<file path="src/hdl/cubic_bezier_segment_subdivider_defines.svh">
// ---------------------------------------------------------------------------
// Assertion macros for the cubic Bezier segment subdivider
// Concurrent checks on clk_i; the reset variant is gated off while rst_ni is low.
// ---------------------------------------------------------------------------
`ifndef CUBIC_BEZIER_SEGMENT_SUBDIVIDER_DEFINES_SVH
`define CUBIC_BEZIER_SEGMENT_SUBDIVIDER_DEFINES_SVH

`ifndef SYNTH
// check that holds outside reset
`define CBS_ASSERT(lbl, prop, msg) \
  lbl: assert property (@(posedge clk_i) disable iff (!rst_ni) (prop)) else $error(msg);
// check that holds at every edge, reset included
`define CBS_ASSERT_ALWAYS(lbl, prop, msg) \
  lbl: assert property (@(posedge clk_i) (prop)) else $error(msg);
`else
`define CBS_ASSERT(lbl, prop, msg)
`define CBS_ASSERT_ALWAYS(lbl, prop, msg)
`endif

`endif

</file>
<file path="src/hdl/cbs_pkg.sv">
// ---------------------------------------------------------------------------
// cbs_pkg
// Shared widths, constants, command/status structs and saturation helper.
// ---------------------------------------------------------------------------
package cbs_pkg;

  // coordinate format: signed, 23 fraction bits
  localparam int COORD_W   = 32;
  localparam int CFG_W     = 6;
  localparam int CFG_RESET = 16;

  // curve parameter t: unsigned, 24 fraction bits, range 0..1.0
  localparam int T_FRAC = 24;
  localparam int T_W    = T_FRAC + 1;
  localparam logic [T_W-1:0] T_ONE = T_W'(1) << T_FRAC;

  // restoring division of 1.0 by the segment count, one quotient bit a step
  localparam int DIV_STEPS = T_W;
  localparam int DIV_CNT_W = $clog2(DIV_STEPS);

  // Bernstein weight (up to 3.0), weighted product and sum widths
  localparam int W_W    = T_W + 1;
  localparam int PROD_W = W_W + 1 + COORD_W;
  localparam int SUM_W  = PROD_W + 2;
  localparam int RND_W  = SUM_W - T_FRAC;

  typedef logic signed [COORD_W-1:0] coord_t;
  typedef logic        [T_W-1:0]     tval_t;
  typedef logic        [W_W-1:0]     weight_t;
  typedef logic signed [PROD_W-1:0]  prod_t;
  typedef logic signed [SUM_W-1:0]   sum_t;

  // commands from the controller to the datapath
  typedef struct packed {
    logic capture;     // take a new request, reset the step state
    logic emit_start;  // load start anchor into the output register
    logic emit_end;    // load end anchor (straight segment)
    logic emit_pt;     // load computed curve point
    logic div_step;    // one bit of the reciprocal division
    logic div_first;   // first division step feeds the dividend's one bit
    logic t_step;      // advance t by 1/N
    logic mul_a;       // uu, tt
    logic mul_b;       // Bernstein weights
    logic mul_c;       // weighted coordinates
    logic add1;        // pairwise sums plus rounding constant
    logic add2;        // final sum, floor shift, saturate
  } cmd_t;

  // status from the datapath to the controller
  typedef struct packed {
    logic curved;      // at least one control present
    logic fin;         // current point is the last of the curve
    logic out_free;    // output register can take a value this cycle
  } status_t;

  // clamp the shifted sum to the coordinate range
  function automatic coord_t sat_coord(input logic signed [RND_W-1:0] v);
    logic hi_ones;
    logic hi_zeros;
    hi_ones  = &v[RND_W-1:COORD_W-1];
    hi_zeros = ~|v[RND_W-1:COORD_W-1];
    if (hi_ones || hi_zeros) begin
      sat_coord = v[COORD_W-1:0];
    end else if (v[RND_W-1]) begin
      sat_coord = {1'b1, {(COORD_W-1){1'b0}}};
    end else begin
      sat_coord = {1'b0, {(COORD_W-1){1'b1}}};
    end
  endfunction

endpackage

</file>
<file path="src/hdl/cbs_ctrl.sv">
// ---------------------------------------------------------------------------
// cbs_ctrl
// Sequencer: request intake, reciprocal division, per-point compute steps
// and output loading.
// ---------------------------------------------------------------------------
module cbs_ctrl
  import cbs_pkg::*;
(
  input  logic    clk_i,
  input  logic    rst_ni,
  input  logic    in_valid_i,
  output logic    in_ready_o,
  input  status_t status_i,
  output cmd_t    cmd_o
);

  localparam logic [3:0] S_IDLE  = 4'd0;
  localparam logic [3:0] S_START = 4'd1;
  localparam logic [3:0] S_END   = 4'd2;
  localparam logic [3:0] S_DIV   = 4'd3;
  localparam logic [3:0] S_TSTEP = 4'd4;
  localparam logic [3:0] S_MULA  = 4'd5;
  localparam logic [3:0] S_MULB  = 4'd6;
  localparam logic [3:0] S_MULC  = 4'd7;
  localparam logic [3:0] S_ADD1  = 4'd8;
  localparam logic [3:0] S_ADD2  = 4'd9;
  localparam logic [3:0] S_EMIT  = 4'd10;

  localparam logic [DIV_CNT_W-1:0] DIV_LAST = DIV_CNT_W'(DIV_STEPS - 1);

  logic [3:0]           state_q, state_d;
  logic [DIV_CNT_W-1:0] cnt_q, cnt_d;

  assign in_ready_o = (state_q == S_IDLE);

  // next state and commands
  always_comb begin
    state_d = state_q;
    cnt_d   = cnt_q;
    cmd_o   = '0;
    case (state_q)
      S_IDLE: begin
        if (in_valid_i) begin
          cmd_o.capture = 1'b1;
          state_d       = S_START;
        end
      end
      S_START: begin
        if (status_i.out_free) begin
          cmd_o.emit_start = 1'b1;
          cnt_d            = '0;
          state_d          = status_i.curved ? S_DIV : S_END;
        end
      end
      S_END: begin
        if (status_i.out_free) begin
          cmd_o.emit_end = 1'b1;
          state_d        = S_IDLE;
        end
      end
      S_DIV: begin
        cmd_o.div_step  = 1'b1;
        cmd_o.div_first = (cnt_q == '0);
        cnt_d           = cnt_q + 1'b1;
        if (cnt_q == DIV_LAST) begin
          state_d = S_TSTEP;
        end
      end
      S_TSTEP: begin
        cmd_o.t_step = 1'b1;
        state_d      = S_MULA;
      end
      S_MULA: begin
        cmd_o.mul_a = 1'b1;
        state_d     = S_MULB;
      end
      S_MULB: begin
        cmd_o.mul_b = 1'b1;
        state_d     = S_MULC;
      end
      S_MULC: begin
        cmd_o.mul_c = 1'b1;
        state_d     = S_ADD1;
      end
      S_ADD1: begin
        cmd_o.add1 = 1'b1;
        state_d    = S_ADD2;
      end
      S_ADD2: begin
        cmd_o.add2 = 1'b1;
        state_d    = S_EMIT;
      end
      S_EMIT: begin
        if (status_i.out_free) begin
          cmd_o.emit_pt = 1'b1;
          state_d       = status_i.fin ? S_IDLE : S_TSTEP;
        end
      end
      default: begin
        state_d = S_IDLE;
      end
    endcase
  end

  // state registers
  always_ff @(posedge clk_i or negedge rst_ni) begin
    if (!rst_ni) begin
      state_q <= S_IDLE;
      cnt_q   <= '0;
    end else begin
      state_q <= state_d;
      cnt_q   <= cnt_d;
    end
  end

endmodule

</file>
<file path="config.mk">
export PLATFORM = sky130hd
export DESIGN_NAME = cbs_ctrl
export DESIGN_NICKNAME = d
export VERILOG_FILES = /design/src/hdl/cubic_bezier_segment_subdivider_defines.svh /design/src/hdl/cbs_pkg.sv /design/src/hdl/cbs_ctrl.sv
export SDC_FILE = /design/constraint.sdc
export NUM_CORES = 1
export LEC_CHECK = 0
export ABC_AREA = 1
export BUFFER_PORTS_ARGS = -buffer_cell sky130_fd_sc_hd__buf_2
export CAP_MARGIN = 20
export CORE_AREA = 2 2 39 41
export DETAILED_ROUTE_END_ITERATION = 6
export DIE_AREA = 0 0 41 43
export PLACE_DENSITY = 0.76
export SYNTH_ARGS = -nofsm -noshare
export SYNTH_HDL_FRONTEND = slang
export SYNTH_SLANG_ARGS = --single-unit
</file>
<file path="constraint.sdc">
create_clock -name clk_i -period 2.8 [get_ports clk_i]
set_input_delay 0.42 -clock clk_i [delete_from_list [all_inputs] [get_ports clk_i]]
set_output_delay 0.42 -clock clk_i [all_outputs]
set_load 0.01 [all_outputs]
</file>
# After elaboration in Yosys (flattened, before gate mapping)
# Cells that the tools add are included.
totals:
  ff_bits: 9
  elab_cells: 47
  inputBits: 6
classes:
  eq_ne: 16
  muxes: 23
  addsub: 1
  n_reduce_logical: 5
op_table:
  columns: ["operator", "n"]
  rows:
  - ["$pmux 4 s11", 1]
  - ["$mux 4", 5]
  - ["$eq 4x3->1 const B", 4]
  - ["$mux 1", 13]
  - ["$eq 4x4->1 const B", 3]
  - ["$ne 2x2->1 const B", 5]
  - ["$pmux 5 s2", 1]
  - ["$eq 4x2->1 const B", 2]
  - ["$add 5x1->5 const B", 1]
  - ["$eq 5x5->1 const B", 1]
  - ["$logic_not 5->1", 1]
  - ["$mux 5", 1]
  - ["$reduce_and 5->1", 1]
  - ["$eq 4x1->1 const B", 1]
  - ["$logic_not 4->1", 1]
  - ["$mux 3", 1]
  - ["$mux 2", 1]
  - ["$reduce_and 2->1", 1]
  - ["$reduce_bool 2->1", 1]

# Depth between registers and ports, before layout
# Gate-level depths: netlist of run 1.
depth:
  word_depth: 3
  mapped_depth: 9

# Worst setup path after synthesis of run 1
# No wires, ideal clock.
synth_timing:
  kind: "reg-to-output"
  startpoint: "reg cnt_q[0]"
  endpoint: "out cmd_o[6] (netlist bit)"
  slack_ns: 1.319
  required_time_ns: 2.380
  arrival_time_ns: 1.061
  path_stages_with_launch: 5
  path_cell_list: "dfrtp_1 > inv_1 > ha_1 > nand2_1 > nor4_1"
synth_lines:
  columns: ["element", "line", "source"]
  rows:
  - ["from (decl)", "cbs_ctrl.sv:32", "logic [DIV_CNT_W-1:0] cnt_q, cnt_d;"]
  - ["from (signal assigned)", "cbs_ctrl.sv:112", "cnt_q <= cnt_d;"]
  - ["to (decl)", "cbs_ctrl.sv:14", "output cmd_t cmd_o"]

==> results of run 1 <==
[metal layers]
layer	routed length [µm]	global-route usage [%]
met1	638	22.2
met2	622	29.4
met3	84	3.14
met4	17	8.00
met5	0	0
[worst max-delay path: cells and delay by family (launching register included)]
kind | cells | cell delay (ns)
DFF | 1 | 0.39
and+or+nand+nor | 2 | 0.28
buffers and inverters | 2 | 0.27
adders and majority gates | 1 | 0.15
[worst paths after layout]
path	slack, ns	end
setup / recovery	1.04	cmd_o[6]
hold / removal	0.003	cnt_q[4]
setup reg to reg	1.44	state_q[1]
max in group asynchronous	2.62	cnt_q[2]
min in group clk_i	0.42	state_q[3]
hold reg to reg	0.57	cnt_q[4]
[per-stage QoR]
step | power (mW) | setup slack, ns
after detailed placement | 0.748 | 1.32
after floorplan | 0.622 | 1.32
after CTS | 0.852 | 1.03
after global placement | 0.742 | 1.33
final | 0.843 | 1.04
after global routing | 0.933 | 0.923
[cell families after synthesis]
kind of cell,count (synthesis),share of synthesized area [%]
AO/OA/AOI/OAI,13,11.7
flip-flops,9,34.4
buffers and inverters,19,10.9
adder cells (fa/ha/maj),2,3.82
AND/OR/NAND/NOR,55,39.2
[Yosys cell counts, drive strengths merged]
cell type and instances:
o211ai 1, nor4 2, a21oi 1, nor2 22
nand3 5, o22ai 1, dfrtp 9, nor3 1
ha 2, o21ai 10, inv 19, nand2 25
[registers in the layout (all words and copies together), names as in the netlist]
register	count
cnt_q	5
state_q	4
[report_power, final]
group,internal [mW],switching [mW]
combinational,0.177,0.312
clock,0.0548,0.0434
sequential,0.189,0.0663
total,0.421,0.421
[area by class of cell]
| type | count | area [µm²] |
|---|---|---|
| clock buffers | 4 | 26.3 |
| well taps | 16 | 20.0 |
| inverters | 19 | 71.3 |
| multi-input cells | 70 | 358 |
| flip-flops and latches | 9 | 225 |
| fillers | 147 | 593 |
| repair buffers | 18 | 90.1 |
==> results.md, run 1 <==
* Pre-Repair DR Iteration Count at 4
* Final Hold Vio Count at 0
* Post-CTS setup buffer count at 0
* FF+latch count, synth at 9
* Power density cells at approximately 1100 mW/mm²
* Routability Congestion at 0.912
* Clock sinks at 9
* Final hold slack at 0.00262 ns
* Finished Layout Cells at around 140
* Starting Density at 47.3%
* HPWL after DPL at 1140 µm
* Post-CTS Resized at 0
* Layout cells sized above 1 at 30.8%
* Count of cell types in the netlist at 20
* Syn avg cell area at around 6.7 µm²
* Area leader, netlist: dfrtp_1
* Pins over their slew limit at 0
* Fin crit share at 62.8%
* Largest net degree at the start of global routing at 10
* Top-area cell type share of the netlist area at 34.4%
* RSZ-0062 raised after global routing: no
* Post-synthesis cell area at 654 µm²
* Layout net count at between 100 and 150
* Commonest cells after routing, fill and taps aside: nand2_1 (21), nor2_1 (19), buf_2 (18)
* Launch point of the worst reg-to-reg path: cnt_q[0]
* Routed Antenna Nets at 0
* Actual slew at the worst max-slew pin at 0.264 ns
* Final WL at about 1400 µm
* Crit start category: flop
* # DRC at 0
* CTS tree: yes
* Setup crit end kind: output port
* Layout area overhead at 20.8%
* Synth area leaders: dfrtp_1 (34%), nand2_1 (12%), nor2_1 (11%)
* Origin of the worst setup path: cnt_q[0]
* Peak supply drop at between 0.4 and 0.5 mV
* Most common cell after layout, fill and taps aside: nand2_1
* Die area at 0.00176 mm²
* CP max FO at 3
* Worst EP arrival at between 1 and 1.5 ns
* Critical-path top delay cell: dfrtp_1
* Max_cap viols at 0
* YS warnings at 0
* Via Count at 686
* Die H at 43 µm
* Vias in the first global route at 565
* Antenna diodes at 0
* Core Util, Final at 57.1%
* Clock transition at path regs at roughly 0.060 ns
* Via-to-Cell Ratio at just over 5
* Status: finished clean
* Remaining global-route overflow at 0
* Syn Nets at 106
* Clk buf depth at 2
* Core Area at 0.00138 mm²
* Hold WC Path Type: in2async
* Setup TNS at 0 ns
* Clock Latency Late Sink at 0.25 ns
* CTS buffer count at 3
* Slowest stage delay, CP at between 0.3 and 0.4 ns
* IO buf count at 18
* GRT Util Overall at around 18%
* Synth Instances at 98
* DRT iter0 DRCs at 20
* Routed WL per cell at 10.0 µm
* Sequential area share after synthesis at 34.4%
* Leakage at 0.447 nW
* CP Cell Sequence: inv_1 -> ha_1 -> nand2_1 -> nor4_1 -> buf_2
* Post-DP Area at roughly 760 µm²
* Final setup viols at 0
* Die width at 41 µm
* Slew HR at 82.4%
* Post-route cell area at 791 µm²
* Placed Cells at 132
* Row Count at 14
* CP Class: reg2out
* Hold buffer count at CTS at 0
* Initial antenna violation count at 0
* Worst EP required at 2.38 ns
* H-tree levels at 1
* Maximum clock frequency at approximately 570 MHz
* Skew final at 0.00236 ns
* Root buffer cell: clkbuf_4
* Min Tclk post-route at 1.76 ns
* First-pass GRT wire length at roughly 2200 µm
* IO Count at 19
* R2R cell count at 9
Power figures use the tool's default switching activity.
==> run 2, diff against run 1 <==
- CORE_AREA: 2 2 39 41 -> default
- CORE_MARGIN: default -> 1
- CORE_UTILIZATION: default -> 49
- DIE_AREA: 0 0 41 43 -> default
- clock period: 2.8 -> 1.8 ns (I/O delays scaled with it)
==> run 2 against run 1 <==
Via count down 1.5%. Clock skew shrank 0.0014 ns. Critical endpoint unchanged. Count of clock-buffer cells in the layout did not move. Highest routed layer is now met3. Routed wire length rose by 10%. Largest power group unchanged. Cell count is 0.74% lower. First-iteration DRC count increased by 25%. Die area fell by 16%. Clock power up 64%. Design area rose by 0.95%.
==> results.md, run 2 (synthesis results as in run 1) <==
* Top Registers: cnt_q (5), state_q (4)
* Critical-path top delay cell: dfrtp_1
* Crit start category: flop
* CTS tree: yes
* Initial antenna violation count at 0
* Pins over their slew limit at 0
* Commonest cells after routing, fill and taps aside: nand2_1 (21), nor2_1 (19), buf_2 (18)
* Core Area at ~0.0012 mm²
* Routability Congestion at 0.899
* Max reg flops at 5
* Worst EP arrival at approximately 1.4 ns
* Root buffer cell: clkbuf_4
* Area of the multi-input gates at 358 µm²
* Leakage at 0.451 nW
* Setup TNS at 0 ns
* Setup crit end kind: output port
* RSZ-0062 raised after global routing: no
* CP Cell Sequence: inv_1 -> ha_1 -> nand2_1 -> nor4_1 -> buf_2
* Final worst slack at 0.161 ns
* Final Hold Vio Count at 0
* Via-to-Cell Ratio at 5.01
* Via Count at 676
* WL met3 at 72 µm
* Largest net degree at the start of global routing at 10
* Layout area overhead at 22.0%
* Slew HR at 84.8%
* Most flop-heavy register: cnt_q
* Clock Latency Late Sink at ~0.26 ns
* Met1 WL at 732 µm
* Layout net count at 130
* Reg area at 225 µm²
* DRT iter0 DRCs at 25
* Pre-Repair DR Iteration Count at 4
* H-tree levels at 1
* Clk buf depth at 2
* Die area at around 0.0015 mm²
* Fin crit share at between 90% and 100%
* Antenna diodes at 0
* Final WL at between 1500 and 2000 µm
* Routed WL per cell at 11.1 µm
* CTS buffer count at 3
* Fillers at between 100 and 150
* Peak supply drop at 0.875 mV
* Skew final at between 0.0009 and 0.001 ns
* Hold WC Path Type: in2reg
* IO Count at 19
* CP Class: reg2out
* Worst slack, placed at 0.441 ns
* Final setup viols at 0
* Die width at 38.5 µm
* # DRC at 0
* GRT Util Overall at 23.4%
* First-pass GRT wire length at 2350 µm
* R2R cell count at 9
* Maximum clock frequency at about 610 MHz
* Most common cell after layout, fill and taps aside: nand2_1
* CP max FO at 3
* Min Tclk post-route at approximately 1.6 ns
* Slowest stage delay, CP at 0.40 ns
* Reg2reg setup slack at approximately 0.45 ns
* Uppermost layer routed: met3
* Actual slew at the worst max-slew pin at 0.226 ns
* Worst Hold Depth at 2
* Vias in the first global route at 558
* Post-CTS Resized at 0
* HPWL after DPL at 1180 µm
* Starting Density at ~56%
* Worst EP required at 1.53 ns
* Remaining global-route overflow at 0
* Status: finished clean
* Clock transition at path regs at 0.06 ns
* Row Count at 12
* Routed Antenna Nets at 0
* Die H at 38.5 µm
* Max_cap viols at 0
* IO buf count at 18
* Met2 routed WL at approximately 700 µm
* Power density cells at 1680 mW/mm²
* Clock sinks at 9
* Post-CTS setup buffer count at 0
* Layout cells sized above 1 at a little under a third
run 2: changes by cell type in the layout (fill, tap and decap cells not counted), sizes merged:
cell         change
dlygate4sd3      +1
run 2: worst paths after layout:
path | start | endpoint
max in group asynchronous | rst_ni | cnt_q[2]
min in group asynchronous | rst_ni | state_q[2]
hold / removal | status_i[0] | state_q[3]
hold reg to reg | cnt_q[4] | cnt_q[4]
setup / recovery | cnt_q[0] | cmd_o[6]
setup reg to reg | cnt_q[0] | state_q[1]
run 2: what timing repair did:
action,in CTS,in global routing
hold buffers,1,0
setup endpoints to repair,0,0
endpoints found under the hold margin,9,0
run 2: layout make-up:
cell class              instances  area share (%)
multi-input cells              70            44.8
flip-flops and latches          9            28.2
repair buffers                 19            12.5
inverters                      19            8.93
clock buffers                   4            3.29
well taps                      14            2.19
run 2: per-stage QoR:
step	power (mW)	utilization [%]	hold slack (ns)	std cells	cell area [µm²]
after global routing	1.47	68.2	0.256	135	798
final	1.34	68.2	0.251	135	798
after CTS	1.35	68.2	0.252	135	798
after detailed placement	1.18	65.1	0.136	130	762
after global placement	1.15	65.1	0.129	130	762
after floorplan	0.967	-	-0.0256	98	654
run 2: power by group:
group	switching, mW	internal (mW)	leakage [nW]
clock	0.0753	0.0856	0.0150
combinational	0.504	0.280	0.316
sequential	0.105	0.294	0.119
run 2: layer usage:
layer | vias up | GRT usage, %
li1 | 351 | -
met1 | 308 | 33.0
met2 | 17 | 36.3
met3 | 0 | 5.23
met4 | 0 | 5.17
met5 | - | 0
run 2: worst max-delay path, delay by kind of cell, from the launching register on:
kind,cells,cell delay (ns)
and+or+nand+nor,2,0.28
DFF,1,0.40
buffers and inverters,2,0.28
adders and majority gates,1,0.15
